`config.mk`:
```
export PLATFORM = sky130hd
export DESIGN_NAME = fm_chip_dual_timer_status
export DESIGN_NICKNAME = d
export VERILOG_FILES = /design/src/fmdt_pkg.sv /design/src/fmdt_ctrl.sv /design/src/fmdt_dp.sv /design/src/fm_chip_dual_timer_status.sv
export SDC_FILE = /design/constraint.sdc
export NUM_CORES = 2
export LEC_CHECK = 0
export BUFFER_PORTS_ARGS = -buffer_cell sky130_fd_sc_hd__buf_2
export CORE_ASPECT_RATIO = 0.75
export CORE_MARGIN = 2
export CORE_UTILIZATION = 60
export DETAILED_ROUTE_END_ITERATION = 8
export PLACE_DENSITY = 0.8
export SLEW_MARGIN = 20
export SYNTH_ARGS = -nofsm -noshare
export SYNTH_HDL_FRONTEND = slang
export SYNTH_HIERARCHICAL = 1
export SYNTH_SLANG_ARGS = --single-unit
```
`constraint.sdc`:
```
create_clock -name clk -period 12.09 [get_ports clk]
set_input_delay 2.418 -clock clk [delete_from_list [all_inputs] [get_ports clk]]
set_output_delay 2.418 -clock clk [all_outputs]
set_load 0.005 [all_outputs]
```
`src/fmdt_pkg.sv`:
```
// shared types and constants of the dual interval timer
// no dependencies
`timescale 1ns / 1ps

package fmdt_pkg;

	localparam int N_TIMERS = 2;
	localparam int TIME_W = 32;
	localparam int KHZ_W = 16;
	localparam int SPAN_W = 9;
	localparam int FACT_W = 12;
	localparam int DIV_W = 14;
	localparam int A_W = KHZ_W + SPAN_W;
	localparam int P_W = A_W + FACT_W;
	localparam int M_W = TIME_W + DIV_W + 1;

	localparam logic [KHZ_W-1:0] KHZ_RESET = 16'd7987;
	localparam logic [DIV_W-1:0] PERIOD_DIV = 14'd10000;
	localparam logic [FACT_W-1:0] FACTOR [N_TIMERS] = '{12'd808, 12'd3231};

	localparam logic [1:0] OP_ADDR = 2'd0;
	localparam logic [1:0] OP_DATA = 2'd1;
	localparam logic [1:0] OP_STATUS = 2'd2;

	localparam logic [7:0] REG_T1_PRESET = 8'd2;
	localparam logic [7:0] REG_T2_PRESET = 8'd3;
	localparam logic [7:0] REG_CONTROL = 8'd4;

	typedef enum logic [3:0] {
		ST_IDLE  = 4'b0001,
		ST_CALC1 = 4'b0010,
		ST_CALC2 = 4'b0100,
		ST_DONE  = 4'b1000
	} fmdt_state_t;

	typedef struct packed {
		logic accept_write;
		logic accept_read;
		logic calc1;
		logic calc2;
		logic finish;
	} fmdt_cmd_t;

	typedef struct packed {
		logic is_read;
		logic is_write;
		logic out_blocked;
	} fmdt_sts_t;

endpackage

```
`src/fmdt_ctrl.sv`:
```
// sequencing state machine of the dual interval timer
// depends on fmdt_pkg
`timescale 1ns / 1ps

module fmdt_ctrl
	import fmdt_pkg::*;
(
	input  logic        clk,
	input  logic        arst_n,
	input  logic        in_valid,
	output logic        in_stall,
	input  fmdt_sts_t   sts,
	output fmdt_cmd_t   cmd
);

	fmdt_state_t state_q, state_nx;

	always_ff @(posedge clk or negedge arst_n) begin
		if (!arst_n) begin
			state_q <= ST_IDLE;
		end else begin
			state_q <= state_nx;
		end
	end

	always_comb begin
		state_nx = state_q;
		cmd = '0;
		unique case (state_q)
			ST_IDLE: begin
				if (in_valid && sts.is_write) begin
					cmd.accept_write = 1'b1;
				end
				if (in_valid && sts.is_read) begin
					cmd.accept_read = 1'b1;
					state_nx = ST_CALC1;
				end
			end
			ST_CALC1: begin
				cmd.calc1 = 1'b1;
				state_nx = ST_CALC2;
			end
			ST_CALC2: begin
				cmd.calc2 = 1'b1;
				state_nx = ST_DONE;
			end
			ST_DONE: begin
				if (!sts.out_blocked) begin
					cmd.finish = 1'b1;
					state_nx = ST_IDLE;
				end
			end
			default: begin
				state_nx = ST_IDLE;
			end
		endcase
	end

	assign in_stall = (state_q != ST_IDLE);

endmodule

```
`src/fmdt_dp.sv`:
```
// register file, period multipliers and status register of the dual timer
// depends on fmdt_pkg
`timescale 1ns / 1ps

module fmdt_dp
	import fmdt_pkg::*;
(
	input  logic              clk,
	input  logic              arst_n,
	input  fmdt_cmd_t         cmd,
	output fmdt_sts_t         sts,
	input  logic [1:0]        operation,
	input  logic [7:0]        data,
	input  logic [TIME_W-1:0] now,
	input  logic [4:0]        core_low_bits,
	input  logic              cfg_valid,
	input  logic [KHZ_W-1:0]  cfg_data,
	output logic              out_valid,
	input  logic              out_stall,
	output logic [7:0]        status
);

	logic [KHZ_W-1:0]  khz_q;
	logic [7:0]        addr_q;
	logic [7:0]        preset_q [N_TIMERS];
	logic [6:0]        control_q;
	logic [N_TIMERS-1:0] run_q;
	logic [N_TIMERS-1:0] exp_q;
	logic [TIME_W-1:0] start_q [N_TIMERS];
	logic [TIME_W-1:0] now_q;
	logic [4:0]        core_q;
	logic [A_W-1:0]    a_s1 [N_TIMERS];
	logic [TIME_W-1:0] e_s1 [N_TIMERS];
	logic [P_W-1:0]    p_s2 [N_TIMERS];
	logic [M_W-1:0]    m_s2 [N_TIMERS];
	logic              out_valid_q;
	logic [7:0]        status_q;
	logic [N_TIMERS-1:0] live;
	logic [N_TIMERS-1:0] hit;
	logic [N_TIMERS-1:0] flag;
	logic [N_TIMERS-1:0] mask;

	assign sts.is_read = (operation == OP_STATUS);
	assign sts.is_write = (operation == OP_ADDR) || (operation == OP_DATA);
	assign sts.out_blocked = out_valid_q && out_stall;

	assign mask = {control_q[5], control_q[6]};

	always_comb begin
		for (int t = 0; t < N_TIMERS; t++) begin
			live[t] = run_q[t] && !mask[t];
			hit[t] = m_s2[t] > M_W'(p_s2[t]);
			flag[t] = live[t] && (exp_q[t] || hit[t]);
		end
	end

	// configuration and register state
	always_ff @(posedge clk or negedge arst_n) begin
		if (!arst_n) begin
			khz_q <= KHZ_RESET;
			addr_q <= '0;
			control_q <= '0;
			run_q <= '0;
			exp_q <= '0;
			for (int t = 0; t < N_TIMERS; t++) begin
				preset_q[t] <= '0;
				start_q[t] <= '0;
			end
		end else begin
			if (cfg_valid) begin
				khz_q <= cfg_data;
			end
			if (cmd.accept_write) begin
				unique case (operation)
					OP_ADDR: begin
						addr_q <= data;
					end
					OP_DATA: begin
						unique case (addr_q)
							REG_T1_PRESET: begin
								preset_q[0] <= data;
							end
							REG_T2_PRESET: begin
								preset_q[1] <= data;
							end
							REG_CONTROL: begin
								control_q <= data[6:0];
								if (data[7]) begin
									run_q <= '0;
									exp_q <= '0;
								end else begin
									for (int t = 0; t < N_TIMERS; t++) begin
										if (!control_q[t] && data[t]) begin
											start_q[t] <= now;
											run_q[t] <= 1'b1;
											exp_q[t] <= 1'b0;
										end else if (control_q[t] && !data[t]) begin
											run_q[t] <= 1'b0;
											exp_q[t] <= 1'b0;
										end
									end
								end
							end
							default: begin
							end
						endcase
					end
					default: begin
					end
				endcase
			end
			if (cmd.finish) begin
				for (int t = 0; t < N_TIMERS; t++) begin
					if (live[t] && hit[t]) begin
						exp_q[t] <= 1'b1;
					end
				end
			end
		end
	end

	// status request operands and period arithmetic
	always_ff @(posedge clk) begin
		if (cmd.accept_read) begin
			now_q <= now;
			core_q <= core_low_bits;
		end
		if (cmd.calc1) begin
			for (int t = 0; t < N_TIMERS; t++) begin
				a_s1[t] <= A_W'(khz_q) * A_W'(SPAN_W'(9'd256 - {1'b0, preset_q[t]}));
				e_s1[t] <= now_q - start_q[t];
			end
		end
		if (cmd.calc2) begin
			// expired when (elapsed + 1) * div exceeds the scaled period
			for (int t = 0; t < N_TIMERS; t++) begin
				p_s2[t] <= P_W'(a_s1[t]) * P_W'(FACTOR[t]);
				m_s2[t] <= M_W'(e_s1[t]) * M_W'(PERIOD_DIV) + M_W'(PERIOD_DIV);
			end
		end
		if (cmd.finish) begin
			status_q <= {flag[0] | flag[1], flag[0], flag[1], core_q};
		end
	end

	always_ff @(posedge clk or negedge arst_n) begin
		if (!arst_n) begin
			out_valid_q <= 1'b0;
		end else if (cmd.finish) begin
			out_valid_q <= 1'b1;
		end else if (!out_stall) begin
			out_valid_q <= 1'b0;
		end
	end

	assign out_valid = out_valid_q;
	assign status = status_q;

endmodule

```
`src/fm_chip_dual_timer_status.sv`:
```
// top level of the dual interval timer with status port
// depends on fmdt_pkg, fmdt_ctrl, fmdt_dp
// address and data writes are taken while idle; a status read passes from
// request to result through two multiplier stages, each followed by a register
// throughput: one write per cycle while idle; input stalls until a read is done
// asynchronous reset clears all timers, presets and control, clock_khz to 7987
`timescale 1ns / 1ps

module fm_chip_dual_timer_status
	import fmdt_pkg::*;
(
	input  logic              clk,
	input  logic              arst_n,
	input  logic              in_valid,
	output logic              in_stall,
	input  logic [1:0]        operation,
	input  logic [7:0]        data,
	input  logic [TIME_W-1:0] now,
	input  logic [4:0]        core_low_bits,
	output logic              out_valid,
	input  logic              out_stall,
	output logic [7:0]        status,
	input  logic              cfg_valid,
	output logic              cfg_ready,
	input  logic [KHZ_W-1:0]  cfg_data
);

	fmdt_cmd_t cmd;
	fmdt_sts_t sts;

	assign cfg_ready = 1'b1;

	fmdt_ctrl u_ctrl (
		.clk      (clk),
		.arst_n   (arst_n),
		.in_valid (in_valid),
		.in_stall (in_stall),
		.sts      (sts),
		.cmd      (cmd)
	);

	fmdt_dp u_dp (
		.clk           (clk),
		.arst_n        (arst_n),
		.cmd           (cmd),
		.sts           (sts),
		.operation     (operation),
		.data          (data),
		.now           (now),
		.core_low_bits (core_low_bits),
		.cfg_valid     (cfg_valid && cfg_ready),
		.cfg_data      (cfg_data),
		.out_valid     (out_valid),
		.out_stall     (out_stall),
		.status        (status)
	);

endmodule

```
Yosys cells after proc, flatten, opt, wreduce, memory -nomap -nowiden. Memories as Yosys holds them, arrays and structs flattened. Cells that the tools add are included.

Add/subtract/negate cells: 6. Multiply operators: 6. Div/mod/pow operators: 0. $lt $le $gt $ge: 2. Equal/unequal tests: 13. Shift operators: 0. Multiplexer cells: 32. Bitwise gates (word level): 2. Reductions and logical operators: 34.

Operators by type and width (number): $add 46x14->47 const B (2); $gt 47x37->1 (2); $mul 32x10->42 const B (2); $sub 32x32->32 (2); $mul 16x9->25 (2); $mul 25x12->37 const B (1); $mul 25x7->32 const B (1); $mux 1 (22); $sub 9x8->9 const A (2); $eq 8x2->1 const B (2); $pmux 4 s4 (1); $mux 2 (7); $logic_and 1x1->1 (13); $reduce_and 5->1 (2); $reduce_and 3->1 (3); $eq 8x3->1 const B (1); $mux 4 (2); $reduce_and 4->1 (2); $logic_not 1->1 (6); $reduce_bool 3->1 (2); $eq 4x1->1 const B (1); $eq 4x2->1 const B (1); $eq 4x3->1 const B (1); $eq 4x4->1 const B (1); 10 further kinds (14).

Register bits: 165. Bits in latches: 0. RAM bits: 282. ROM bits: 0. Input port bits: 68. Output and inout bits: 11. Logic and storage cells: 114. Memories kept: 4.

Memories: u_dp.m_s2 (depth 2, bits a word 47, rd ports 2, clocked after memory_dff 0, write ports 2, RTL line fmdt_dp.sv:35) `logic [M_W-1:0] m_s2 [N_TIMERS];`; u_dp.p_s2 (depth 2, bits a word 37, rd ports 2, clocked after memory_dff 0, write ports 2, RTL line fmdt_dp.sv:34) `logic [P_W-1:0] p_s2 [N_TIMERS];`; u_dp.e_s1 (depth 2, bits a word 32, rd ports 2, clocked after memory_dff 0, write ports 2, RTL line fmdt_dp.sv:33) `logic [TIME_W-1:0] e_s1 [N_TIMERS];`; u_dp.a_s1 (depth 2, bits a word 25, rd ports 2, clocked after memory_dff 0, write ports 2, RTL line fmdt_dp.sv:32) `logic [A_W-1:0] a_s1 [N_TIMERS];`.

Depth between registers and ports, before layout.
Depth in word-level cells: 10. Depth in mapped cells: 28. Depth with buffers taken out: 26.

Modules after synthesis. The synthesis kept the hierarchy.

By module, submodules not included: fmdt_dp (times used 1, cells an instance 5090, area each 49453.7 µm², sequential area each 12268.0 µm²); fmdt_ctrl (times used 1, cells an instance 22, area each 247.7 µm², sequential area each 101.3 µm²); fm_chip_dual_timer_status (times used 1, cells an instance 2, area each 11.3 µm², sequential area each 0.0 µm²).

Worst setup path before layout. Ideal clock, no wire load.

Path type: reg2reg. Start point: register u_ctrl.state_q[3]. End point: memory u_dp/m_s2[0][10] in the netlist's numbering, enable pin. Library setup time: 860 ps. Arrival: 11047 ps. Path slack: 183 ps. Stages on the path, launching flop included: 3. Path buffers: 0. Cell sequence: dfrtp_1 nand2b_1 nor3_1.

RTL lines: start, declared (RTL line fmdt_ctrl.sv:16) `fmdt_state_t state_q, state_nx;`; start signal, assigned (RTL line fmdt_ctrl.sv:22) `state_q <= state_nx;`; end, declared (RTL line fmdt_dp.sv:35).

==> results.tsv <==
stage	metric	value	unit
worst_setup_path	r2r_start	u_dp/preset_q[0]$_DFFE_PN0P_	
final_layout	stdcell_area	53100	µm²
sta	fin_hold_ws	0.418	ns
die	dieArea	85200	µm²
route	dr.first_iter.drc_count	2309	
min_path	holdPathStages	0	
worst_setup_path	startpoint_type	flip-flop	
clock_tree	cts_buffers	49	
yosys	async_reset_ff_share	27.1	%
clock_tree	cts_resized	0	
route	ant_nets	0	
yosys	yosys.area.top_type	fa_1	
route	routed_wl	105000	µm
final_layout	antenna_cells	0	
worst_setup_path	worstSetupPathType	flip-flop to flip-flop	
final_layout	area_growth	6.75	%
worst_setup_path	cp-startpoint	u_dp/preset_q[0]$_DFFE_PN0P_	
worst_setup_path	critPathMaxFanout	20	
min_path	worstHoldStart	u_dp/core_q[4]$_DFFE_PP_	
global_route	overflow	0	
placed_design	dp_cells	6230	
yosys	ys_seq_elements	431	
route	wl_met2	48300	µm
yosys	synth_nets	6384	
clock_tree	htreeDepth	2	
placed_design	dp_hpwl	84400	µm
clock_tree	clk_latency	0.64	ns
global_route	grt_pass1_wl	177000	µm
sta	setup-violations-final	0	
die	initial_core_util	60.6	%
sta	max_freq	134	MHz
route	wl_met3	6590	µm
global_route	antenna_found_initial	10	
die	num_rows	91	
sta	rsz0062_at_grt	no	
worst_setup_path	rrSetupSlack	4.60	ns
die	die_w	336	µm
route	vias	35100	
yosys	synthCells	5114	
route	met1Wirelength	48500	µm
yosys	seq_area_frac_synth	24.9	%
sta	finalCritPeriodShare	61.9	%
die	die-height	253	µm
die	ios	79	
sta	setup_tns	0	ns
worst_setup_path	crit_required	12.47	ns
worst_setup_path	reg2reg_depth	21	
route	drc	0	
global_route	grt_pass1_vias	35800	
worst_setup_path	r2r-end	u_dp/a_s1[0][49]$_DFFE_PP_	
clock_tree	cts_hold_buf	0	
power_and_ir_drop	ir_worst_vdd	180	µV
yosys	synthTopCellsByArea	fa_1 (22%), edfxtp_1 (19%), ha_1 (17%)	
min_path	hold_path.class	flip-flop to flip-flop	
yosys	netlist_area	49700	µm²
min_path	holdPathEnd	u_dp/status[4]$_DFFE_PP_	
route	avgRoutedWirePerCell	16.7	µm
clock_tree	clk_path_buf_depth	3	
yosys	ys_types	93	
run_status	status	completed	
worst_setup_path	crit_arrival	7.87	ns
yosys	yosysTopAreaCellShare	21.5	%
final_layout	fin_cells	6321	
global_route	grt_max_degree	156	
final_layout	nets	6435	
yosys	avgSynthCellArea	9.72	µm²
global_route	grt_use_total	25.6	%
clock_tree	cts_tree	built	
final_layout	fin_util	64.6	%
sta	fin_worst_skew	0.0545	ns
sta	drv_slew	0	
final_layout	drive_gt1_share	5.65	%
route	top_layer_used	met5	
clock_tree	path_clk_slew	0.06	ns
yosys	synthFlopType	edfxtp_1	
job	maxCapViolations	0	
clock_tree	post_cts_buffers	0	
clock_tree	cts_root_buf	clkbuf_16	
placed_design	gp_congestion	0.880	
route	drtPass1Iterations	6	
route	post_drt_via_cell_ratio	5.55	
yosys	synth_common_cells	inv_1 (1202), ha_1 (668), fa_1 (534)	
sta	fin_crit	7.49	ns
worst_setup_path	endpoint_kind	flip-flop	
yosys	synth_edf_count	314	
die	coreArea	82100	µm²
yosys	synth.most_common_cell	inv_1	
sta	hold_viol_final	0	
sta	timing.slew.headroom	35.5	%
clock_tree	clock_sinks	431	
placed_design	placed_cell_area	51400	µm²
yosys	synth_warnings	6	
power_and_ir_drop	power_density	147	nW/µm²
placed_design	port_buffers	77	
power_and_ir_drop	leakagePower	26.6	nW
sta	worstMarginPinSlew	0.943	ns
final_layout	fillers	6349	
## layer usage
metal / vias up / track usage (%)
met5: - / 0
met4: 6 / 5.28
met3: 158 / 4.09
met2: 967 / 41.2
met1: 17200 / 36.8
li1: 16800 / -
## stage by stage
step | power, mW | setup WS, ns
3_5_place_dp | 6.18 | 4.87
2_1_floorplan | 5.25 | 0.183
5_1_grt | 8.50 | 4.19
6_report | 7.81 | 4.60
3_3_place_gp | 6.03 | 5.09
4_1_cts | 7.84 | 4.73
## cells by family (layout without fill, tap and decap cells)
kind of cell               Yosys count  count (layout)  synth area share [%]
AOI/OAI and AO/OA                  736             736                  9.56
xor gates and xnor gates           285             285                  5.02
adders and majority gates         1202            1202                  38.3
buffers and inverters             1302            1393                  9.86
DFF                                431             431                  24.9
muxes                               49              49                  1.11
other                                1               1               0.00754
and+or+nand+nor                   1108            1108                  11.2
## worst max-delay path by stage
| stage | to | slack (ns) | cells past startpoint |
|---|---|---|---|
| after global placement | u_dp/a_s1[0][49]$_DFFE_PP_ | 5.09 | 21 |
| after detailed placement | u_dp/a_s1[0][49]$_DFFE_PP_ | 4.87 | 21 |
| after CTS | u_dp/a_s1[0][49]$_DFFE_PP_ | 4.73 | 21 |
| final | u_dp/a_s1[0][49]$_DFFE_PP_ | 4.60 | 21 |
| after global routing | u_dp/a_s1[0][49]$_DFFE_PP_ | 4.19 | 21 |
| after floorplan | u_dp/m_s2[0][10]$_DFFE_PP_ | 0.18 | 2 |
## cell type report
| cell class | instances | area [µm²] | share of cell area, % |
|---|---|---|---|
| inverters | 1202 | 4510 | 8.50 |
| well taps | 1116 | 1400 | 2.63 |
| multi-input cells | 3381 | 32500 | 61.3 |
| clock inverters | 35 | 437 | 0.823 |
| clock buffers | 56 | 1270 | 2.40 |
| flip-flops and latches | 431 | 12400 | 23.3 |
| repair buffers | 100 | 573 | 1.08 |
## placed cells by master, fill, tap and decap left out, types with 25 or more instances in the layout
cell type,Yosys,final
nor3_1,73,72
a31oi_1,29,29
a211oi_1,25,25
a21o_1,119,119
clkbuf_16,0,49
nand2_1,372,372
xor2_1,99,99
nor2b_1,45,45
buf_2,4,76
and2_1,161,161
fa_1,534,534
ha_1,668,668
dfrtp_1,107,107
inv_1,1202,1202
xnor2_1,186,186
nand4_1,48,48
o21a_1,28,28
nor2_1,177,177
nand3_1,57,57
o21ai_0,167,167
edfxtp_1,314,314
mux2_2,48,48
and3_1,26,26
a21oi_1,186,186
nand2b_1,29,29
## report_power, final
group / total [mW] / internal, mW / switching, mW
Combinational: 4.28 / 1.84 / 2.44
Clock: 1.60 / 0.936 / 0.662
Sequential: 1.93 / 1.87 / 0.0661
## worst max-delay path: stages (launching register included)
cell,delay (ns)
dfrtp_1,0.83
inv_1,0.11
ha_1,0.68
nand2_1,0.15
fa_1,0.53
inv_1,0.05
fa_1,0.50
inv_1,0.05
fa_1,0.46
fa_1,0.55
inv_1,0.04
ha_1,0.32
o21ai_0,0.14
a21boi_0,0.29
o21ai_0,0.19
a21oi_1,0.38
a41oi_1,0.27
a2111oi_0,0.88
nor3_1,0.17
o41ai_1,0.35
a21oi_1,0.14
xnor2_1,0.14
## flip-flops by register name, summed over array words and instances (netlist names), 4 cells and up
signal	count
u_dp/start_q	64
u_dp/p_s2	69
u_dp/khz_q	16
u_dp/e_s1	64
u_ctrl/state_q	4
u_dp/a_s1	50
u_dp/now_q	32
u_dp/core_q	5
u_dp/status	8
u_dp/addr_q	8
u_dp/control_q	4
u_dp/m_s2	86
u_dp/preset_q	16
(Power assumes the default switching activity.)
